`src/rtl/rlcs_pkg.sv`:
```
// Shared types and constants of the RGB LED chain serializer.
`default_nettype none
package rlcs_pkg;

  localparam int WORD_W     = 24;
  localparam int COLOR_W    = 8;
  localparam int INDEX_W    = 3;
  localparam int COUNT_W    = 4;
  localparam int TICK_W     = 10;
  localparam int LATCH_W    = 16;
  localparam int CFG_INDEX_W = 3;
  localparam int CFG_DATA_W = 16;
  localparam int BIT_CNT_W  = 5;

  localparam logic [COUNT_W-1:0] LED_COUNT_RST   = 4'd0;
  localparam logic [TICK_W-1:0]  ZERO_HIGH_RST   = 10'd40;
  localparam logic [TICK_W-1:0]  ONE_HIGH_RST    = 10'd80;
  localparam logic [TICK_W-1:0]  BIT_PERIOD_RST  = 10'd125;
  localparam logic [LATCH_W-1:0] LATCH_TICKS_RST = 16'd7500;

  typedef enum logic [1:0] {
    CMD_SET   = 2'd0,
    CMD_CLEAR = 2'd1,
    CMD_LATCH = 2'd2
  } cmd_t;

  typedef enum logic [CFG_INDEX_W-1:0] {
    REG_LED_COUNT  = 3'd0,
    REG_ZERO_HIGH  = 3'd1,
    REG_ONE_HIGH   = 3'd2,
    REG_BIT_PERIOD = 3'd3,
    REG_LATCH      = 3'd4
  } reg_idx_t;

  typedef enum logic [2:0] {
    ST_WIPE,
    ST_IDLE,
    ST_FETCH,
    ST_LOAD,
    ST_SHIFT,
    ST_PUSH,
    ST_LATCH
  } state_t;

  typedef struct packed {
    logic [1:0]         command;
    logic [INDEX_W-1:0] pixel_index;
    logic [COLOR_W-1:0] red;
    logic [COLOR_W-1:0] green;
    logic [COLOR_W-1:0] blue;
  } req_t;

  typedef struct packed {
    logic [WORD_W-1:0] grb_word;
    logic              is_latch;
    logic              last;
  } rsp_t;

endpackage
`default_nettype wire

```
`src/rtl/rgb_led_chain_serializer_top.sv`:
```
// Top level: pixel store, frame sequencer and bit-serial word shifter.
//
//   channel | direction | handshake          | word
//   req     | in        | req_valid/ready    | command, pixel index, color
//   rsp     | out       | rsp_valid/ready    | GRB word, latch flag, last
//   cfg     | in        | cfg_valid/ready    | register index, data
//
// Each LED word shifts out MSB first, one bit per bit slot; a slot ends once both
// bit_period_ticks and this bit's high ticks are spent, so a word is 24 slots and
// a frame led_count words, capped at MAX_LEDS. A latch item counts in ST_LATCH
// against latch_ticks, then sends a zero word. After reset a clearing pass over
// all MAX_LEDS entries zeroes the store before req_ready rises; cfg writes are
// taken at any time. A stalled rsp holds the last word in the shifter.
`default_nettype none
module rgb_led_chain_serializer_top #(
  parameter int MAX_LEDS = 8
) (
  input  logic                                clk,
  input  logic                                rst,
  input  logic                                req_valid,
  output logic                                req_ready,
  input  rlcs_pkg::req_t                      req,
  output logic                                rsp_valid,
  input  logic                                rsp_ready,
  output rlcs_pkg::rsp_t                      rsp,
  input  logic                                cfg_valid,
  output logic                                cfg_ready,
  input  logic [rlcs_pkg::CFG_INDEX_W-1:0]    cfg_index,
  input  logic [rlcs_pkg::CFG_DATA_W-1:0]     cfg_data
);

  import rlcs_pkg::*;

  localparam int AW = (MAX_LEDS > 1) ? $clog2(MAX_LEDS) : 1;
  localparam int CW = $clog2(MAX_LEDS + 1);
  localparam int NW = (CW > COUNT_W) ? CW : COUNT_W;
  localparam int IW = (NW > INDEX_W) ? NW : INDEX_W;
  localparam logic [NW-1:0] MAX_N = NW'(MAX_LEDS);
  localparam logic [AW-1:0] LAST_ADDR = AW'(MAX_LEDS - 1);
  localparam logic [BIT_CNT_W-1:0] BIT_LAST = BIT_CNT_W'(WORD_W - 1);

  state_t state, state_next;

  logic [COUNT_W-1:0] led_count;
  logic [TICK_W-1:0]  zero_high_ticks;
  logic [TICK_W-1:0]  one_high_ticks;
  logic [TICK_W-1:0]  bit_period_ticks;
  logic [LATCH_W-1:0] latch_ticks;

  logic [AW-1:0]        addr;
  logic                 clear_q;
  logic                 latch_q;
  logic [WORD_W-1:0]    sreg;
  logic [WORD_W-1:0]    asm_word;
  logic [BIT_CNT_W-1:0] bit_cnt;
  logic [TICK_W-1:0]    tick;
  logic [LATCH_W-1:0]   lcnt;

  logic              ram_we;
  logic [AW-1:0]     ram_waddr;
  logic [WORD_W-1:0] ram_wdata;
  logic [WORD_W-1:0] ram_rdata;

  logic [NW-1:0]     frame_len;
  logic [IW-1:0]     pix_ext;
  logic              pix_in_range;
  logic              last_word;
  logic [TICK_W-1:0] high_ticks;
  logic              bit_end;
  logic              latch_end;
  logic              push_go;
  logic              req_go;

  rlcs_ram #(
    .WIDTH(WORD_W),
    .DEPTH(MAX_LEDS)
  ) u_store (
    .clk  (clk),
    .we   (ram_we),
    .waddr(ram_waddr),
    .wdata(ram_wdata),
    .raddr(addr),
    .rdata(ram_rdata)
  );

  // Frame length saturates at the store depth.
  assign frame_len = (NW'(led_count) > MAX_N) ? MAX_N : NW'(led_count);
  assign pix_ext = IW'(req.pixel_index);
  assign pix_in_range = pix_ext < IW'(MAX_LEDS);
  assign last_word = (NW'(addr) + NW'(1)) == frame_len;

  // A bit slot ends once both the period and this bit's high time are spent.
  assign high_ticks = sreg[WORD_W-1] ? one_high_ticks : zero_high_ticks;
  assign bit_end = (({1'b0, tick} + (TICK_W+1)'(1)) >= {1'b0, bit_period_ticks})
                   && (tick >= high_ticks);
  assign latch_end = ({1'b0, lcnt} + (LATCH_W+1)'(1)) >= {1'b0, latch_ticks};

  always_comb begin
    state_next = state;
    unique case (state)
      ST_WIPE: begin
        if (addr == LAST_ADDR) state_next = ST_IDLE;
      end
      ST_IDLE: begin
        if (req_valid) begin
          if (req.command == CMD_SET || req.command == CMD_CLEAR) begin
            state_next = (frame_len == '0) ? ST_IDLE : ST_FETCH;
          end else if (req.command == CMD_LATCH) begin
            state_next = ST_LATCH;
          end
        end
      end
      ST_FETCH: state_next = ST_LOAD;
      ST_LOAD:  state_next = ST_SHIFT;
      ST_SHIFT: begin
        if (bit_end && bit_cnt == BIT_LAST) state_next = ST_PUSH;
      end
      ST_PUSH: begin
        if (!rsp_valid || rsp_ready) begin
          state_next = (latch_q || last_word) ? ST_IDLE : ST_FETCH;
        end
      end
      ST_LATCH: begin
        if (latch_end) state_next = ST_PUSH;
      end
      default: state_next = ST_IDLE;
    endcase
  end

  always_comb begin
    req_ready = (state == ST_IDLE);
    cfg_ready = 1'b1;
    req_go    = req_valid && req_ready;
    push_go   = (state == ST_PUSH) && (!rsp_valid || rsp_ready);
    ram_we    = 1'b0;
    ram_waddr = addr;
    ram_wdata = '0;
    unique case (state)
      ST_WIPE: ram_we = 1'b1;
      ST_IDLE: begin
        if (req_go && req.command == CMD_SET && pix_in_range) begin
          ram_we    = 1'b1;
          ram_waddr = AW'(req.pixel_index);
          ram_wdata = {req.green, req.red, req.blue};
        end
      end
      ST_LOAD: ram_we = clear_q;
      default: ram_we = 1'b0;
    endcase
  end

  // Control state.
  always_ff @(posedge clk) begin
    if (rst) begin
      state            <= ST_WIPE;
      addr             <= '0;
      rsp_valid        <= 1'b0;
      led_count        <= LED_COUNT_RST;
      zero_high_ticks  <= ZERO_HIGH_RST;
      one_high_ticks   <= ONE_HIGH_RST;
      bit_period_ticks <= BIT_PERIOD_RST;
      latch_ticks      <= LATCH_TICKS_RST;
    end else begin
      state <= state_next;
      if (state == ST_WIPE) begin
        addr <= (addr == LAST_ADDR) ? '0 : addr + AW'(1);
      end else if (req_go) begin
        addr <= '0;
      end else if (push_go) begin
        addr <= addr + AW'(1);
      end
      if (push_go) begin
        rsp_valid <= 1'b1;
      end else if (rsp_ready) begin
        rsp_valid <= 1'b0;
      end
      if (cfg_valid && cfg_ready) begin
        unique case (cfg_index)
          REG_LED_COUNT:  led_count        <= cfg_data[COUNT_W-1:0];
          REG_ZERO_HIGH:  zero_high_ticks  <= cfg_data[TICK_W-1:0];
          REG_ONE_HIGH:   one_high_ticks   <= cfg_data[TICK_W-1:0];
          REG_BIT_PERIOD: bit_period_ticks <= cfg_data[TICK_W-1:0];
          REG_LATCH:      latch_ticks      <= cfg_data[LATCH_W-1:0];
          default: ;
        endcase
      end
    end
  end

  // Datapath: shifter, bit timing and output word.
  always_ff @(posedge clk) begin
    if (req_go) begin
      clear_q <= (req.command == CMD_CLEAR);
      latch_q <= (req.command == CMD_LATCH);
      lcnt    <= '0;
    end
    if (state == ST_LOAD) begin
      // A cleared entry goes out as zero.
      sreg    <= clear_q ? '0 : ram_rdata;
      bit_cnt <= '0;
      tick    <= '0;
    end else if (state == ST_SHIFT) begin
      if (bit_end) begin
        asm_word <= {asm_word[WORD_W-2:0], sreg[WORD_W-1]};
        sreg     <= {sreg[WORD_W-2:0], 1'b0};
        bit_cnt  <= bit_cnt + BIT_CNT_W'(1);
        tick     <= '0;
      end else begin
        tick <= tick + TICK_W'(1);
      end
    end
    if (state == ST_LATCH) begin
      lcnt <= lcnt + LATCH_W'(1);
    end
    if (push_go) begin
      rsp.grb_word <= latch_q ? '0 : asm_word;
      rsp.is_latch <= latch_q;
      rsp.last     <= latch_q || last_word;
    end
  end

endmodule
`default_nettype wire

```
`src/rtl/rlcs_ram.sv`:
```
// Generic single-write, single-read RAM with registered read data.
`default_nettype none
module rlcs_ram #(
  parameter int WIDTH = 24,
  parameter int DEPTH = 8
) (
  input  logic                                      clk,
  input  logic                                      we,
  input  logic [((DEPTH > 1) ? $clog2(DEPTH) : 1)-1:0] waddr,
  input  logic [WIDTH-1:0]                          wdata,
  input  logic [((DEPTH > 1) ? $clog2(DEPTH) : 1)-1:0] raddr,
  output logic [WIDTH-1:0]                          rdata
);

  logic [WIDTH-1:0] mem [DEPTH];

  always_ff @(posedge clk) begin
    if (we) begin
      mem[waddr] <= wdata;
    end
    rdata <= mem[raddr];
  end

endmodule
`default_nettype wire

```
`config.mk`:
```
export PLATFORM = sky130hd
export DESIGN_NAME = rgb_led_chain_serializer_top
export DESIGN_NICKNAME = d
export VERILOG_FILES = /design/src/rtl/rlcs_pkg.sv /design/src/rtl/rgb_led_chain_serializer_top.sv /design/src/rtl/rlcs_ram.sv
export SDC_FILE = /design/constraint.sdc
export NUM_CORES = 1
export LEC_CHECK = 0
export BUFFER_PORTS_ARGS = -buffer_cell sky130_fd_sc_hd__buf_4
export CORE_MARGIN = 1
export CORE_UTILIZATION = 60
export DETAILED_ROUTE_END_ITERATION = 6
export GPL_ROUTABILITY_DRIVEN = 0
export PLACE_DENSITY = 0.78
export SYNTH_ARGS = -nofsm -noshare
export SYNTH_HDL_FRONTEND = slang
export SYNTH_SLANG_ARGS = --single-unit
```
`constraint.sdc`:
```
create_clock -name clk -period 6.8 [get_ports clk]
set_input_delay 0.34 -clock clk [delete_from_list [all_inputs] [get_ports clk]]
set_output_delay 0.34 -clock clk [all_outputs]
set_load 0.02 [all_outputs]
```
==> flow_summary.json <==
{
  "hp-class": "in -> reg",
  "routed_via_density": 5.76,
  "slew_viol_final": 0,
  "routed_wl_mm": 29.7,
  "grt_max_degree": 58,
  "row_count": 58,
  "portBuffers": 80,
  "clock_path_buffers": 3,
  "highest-signal-layer": "met4",
  "start_util_pct": 61.7,
  "synth_area_leaders": "edfxtp_1 54%, dfxtp_1 12%, mux4_2 6.9%",
  "muxShareOfSynthArea_pct": 9.78,
  "critPathKind": "reg -> reg",
  "finalHoldViolCount": 0,
  "ir_drop_v": 0.000305,
  "fin_crit_sh_pct": 56.1,
  "synthTopCellsByCount": "284 x edfxtp_1, 131 x nand2_1, 96 x dfxtp_1",
  "yosys_warnings": 0,
  "clk_latency_ns": 0.52,
  "io_pins": 82,
  "nets": 1276,
  "track_usage_pct": 22.9,
  "slowest_stage": "or2_1",
  "synth.distinct_cells": 70,
  "htree_num_levels": 2,
  "cp-startpoint": "tick[1]",
  "synth.avg_cell_area_sq_um": 14.3,
  "cp_data_required_time_ns": 6.93,
  "wl_met3_mm": 1.32,
  "drive_above_1_share_pct": 21.1,
  "crit_family": "simple AND/OR/NAND/NOR gates",
  "avgRoutedWirePerCell_um": 19.2,
  "seqCellArea_sq_mm": 0.0105,
  "synth-edff-count": 284,
  "die-area_sq_mm": 0.0268,
  "cp-start-kind": "register",
  "status": "finished clean",
  "fmax_ghz": 0.262,
  "yosysMostFrequentCell": "edfxtp_1",
  "cts_buffers": 38,
  "synth_top_family_by_area": "simple AND/OR/NAND/NOR gates",
  "syn_nets": 1192,
  "wl_met1_mm": 13.4,
  "netlist_instances": 1098,
  "synth-simple-area-share_pct": 11.0,
  "pre_cts_ws_ns": 3.02,
  "drt_iter0_markers": 684,
  "clk_pin_slew_worst_paths_ns": 0.06,
  "first_pass_iters": 5,
  "postCtsSetupBuffers": 0,
  "synth_ff_type": "edfxtp_1",
  "rsz0062_at_grt": "no",
  "die_h_um": 164,
  "setup_viol": 0,
  "yosys.area.top_type": "edfxtp_1",
  "power_leakage_nw": 6.63,
  "cpMostUsedCell": "ha_1",
  "r2r-start": "tick[1]",
  "synth_top_area_share_pct": 54.4,
  "cp_max_fo": 30,
  "fin_crit_ns": 3.81,
  "root_buffer": "clkbuf_16",
  "wl_met2_mm": 14.5,
  "antenna_found_initial": 0,
  "ctsHoldBuffers": 0,
  "skew_ns": 0.0148,
  "place_hpwl_mm": 18.6,
  "drc": 0,
  "num_vias": 8870,
  "multi_input_area_sq_mm": 0.00487,
  "cp_data_arrival_time_ns": 3.94,
  "synth_xor_area_share_pct": 1.45,
  "cp_slowest_stage_delay_ns": 0.85,
  "max-slew-margin-rel_pct": 28.9,
  "core_sq_mm": 0.0254,
  "cts_tree": "yes",
  "fin_ws_ns": 2.99,
  "hp-start": "cfg_data[12]",
  "fin_setup_tns_ns": 0,
  "end_kind": "register",
  "cts.sinks": 380,
  "fill_cells": 1679,
  "postRouteAntennaNets": 0,
  "drv_cap": 0,
  "async_flop_share_pct": 0,
  "grt_remaining_overflow": 0,
  "path_cells": "ha_1, nand3_1, nor2_2, xor2_1, ha_1, and3_1, a31oi_1, o221a_2, nor3_4, buf_4, or2_1",
  "tightest_slew_ns": 1.07,
  "yosysSeqAreaShare_pct": 66.7,
  "timing.critical_path.buf_inv": 1,
  "grt_pass1_wl_mm": 46.8,
  "fp.dieW_um": 164,
  "ctsResizeCount": 0,
  "yosys.area_share.adder_pct": 3.27,
  "synth-seq-cells": 380,
  "syn_to_final_growth_pct": 14.2,
  "synth_compound_area_share_pct": 5.42,
  "synthesis.area_sq_mm": 0.0157,
  "grt_pass1_vias": 8741,
  "antenna-diode-count": 0,
  "power.density_mw_per_mm2": 358
}
==> cell usage in the layout (no fill, tap or decap), types with 17 or more instances in the layout <==
master and count:
ha_1 41, nand2b_1 25, edfxtp_1 284, inv_1 34, nand2_1 131, mux2_2 25, dfxtp_1 94, mux4_2 48
mux2i_1 17, buf_4 93, clkbuf_16 43, o21ai_0 23, nor2_1 34, a21oi_1 47, nand3_1 23, and2_1 26
nor2b_1 47
==> through the flow <==
| step | utilization, % | std cells | hold slack, ns | power, mW | cell area, sq um |
|---|---|---|---|---|---|
| 5_1_grt | 70.5 | 1541 | 0.0563 | 6.69 | 17900 |
| 3_5_place_dp | 65.3 | 1471 | 0.427 | 4.31 | 16600 |
| 4_1_cts | 70.4 | 1540 | 0.0447 | 6.48 | 17900 |
| 2_1_floorplan | - | 1098 | 0.418 | 3.93 | 15700 |
| 6_report | 70.5 | 1541 | 0.0581 | 6.42 | 17900 |
| 3_3_place_gp | 65.3 | 1471 | 0.426 | 4.27 | 16600 |
==> routing by layer <==
layer / vias to the layer above / track usage [%]
met5: - / 0
met4: 0 / 6.06
met3: 47 / 3.35
met2: 212 / 37.4
met1: 4395 / 32.3
li1: 4216 / -
==> flip-flops by register name, summed over array words and instances (netlist names) <==
| name | count |
|---|---|
| u_store.rdata | 24 |
| bit_period_ticks | 10 |
| zero_high_ticks | 10 |
| rsp_valid | 1 |
| state | 3 |
| tick | 10 |
| lcnt | 16 |
| latch_ticks | 16 |
| asm_word | 24 |
| bit_cnt | 5 |
| sreg | 24 |
| u_store.mem | 192 |
| rsp | 26 |
| one_high_ticks | 10 |
| addr | 3 |
| led_count | 4 |
| clear_q | 1 |
| latch_q | 1 |
==> power by group <==
| group | internal [mW] | switching, mW |
|---|---|---|
| sequential | 2.87 | 0.197 |
| clock | 1.29 | 0.852 |
| combinational | 0.580 | 0.621 |
==> worst reg2reg max path: cells and delay by family, from the launching register on <==
kind                     cells  cell delay [ns]
AO/OA/AOI/OAI                2             0.40
XOR/XNOR                     1             0.12
adder cells (fa/ha/maj)      2             0.57
buffers and inverters        1             0.37
flip-flops                   1             0.42
AND/OR/NAND/NOR              5             1.53
==> cells by family (layout without fill, tap and decap cells) <==
logic type,after synthesis,after routing
other cells,1,1
flops,380,380
mux,90,90
xor+xnor,26,26
compound gates,136,136
fa+ha+maj,41,41
simple gates,338,338
buf+inv,86,199
==> worst paths after layout <==
| check | to | slack, ns | depth (start not counted) |
|---|---|---|---|
| min reg2reg | asm_word[6] | 0.44 | 0 |
| max | sreg[18] | 2.99 | 11 |
| min | latch_ticks[12] | 0.06 | 3 |
| max reg2reg | sreg[18] | 2.99 | 11 |
==> area by class of cell <==
type / instances / area share [%]
clock inverter: 18 / 0.965
timing repair buffer: 94 / 3.98
multi-input combinational: 632 / 27.2
inverter: 36 / 0.783
tap: 330 / 2.31
sequential: 380 / 58.4
clock buffer: 51 / 6.35
Note: power is estimated with default switching activity, not from simulation.
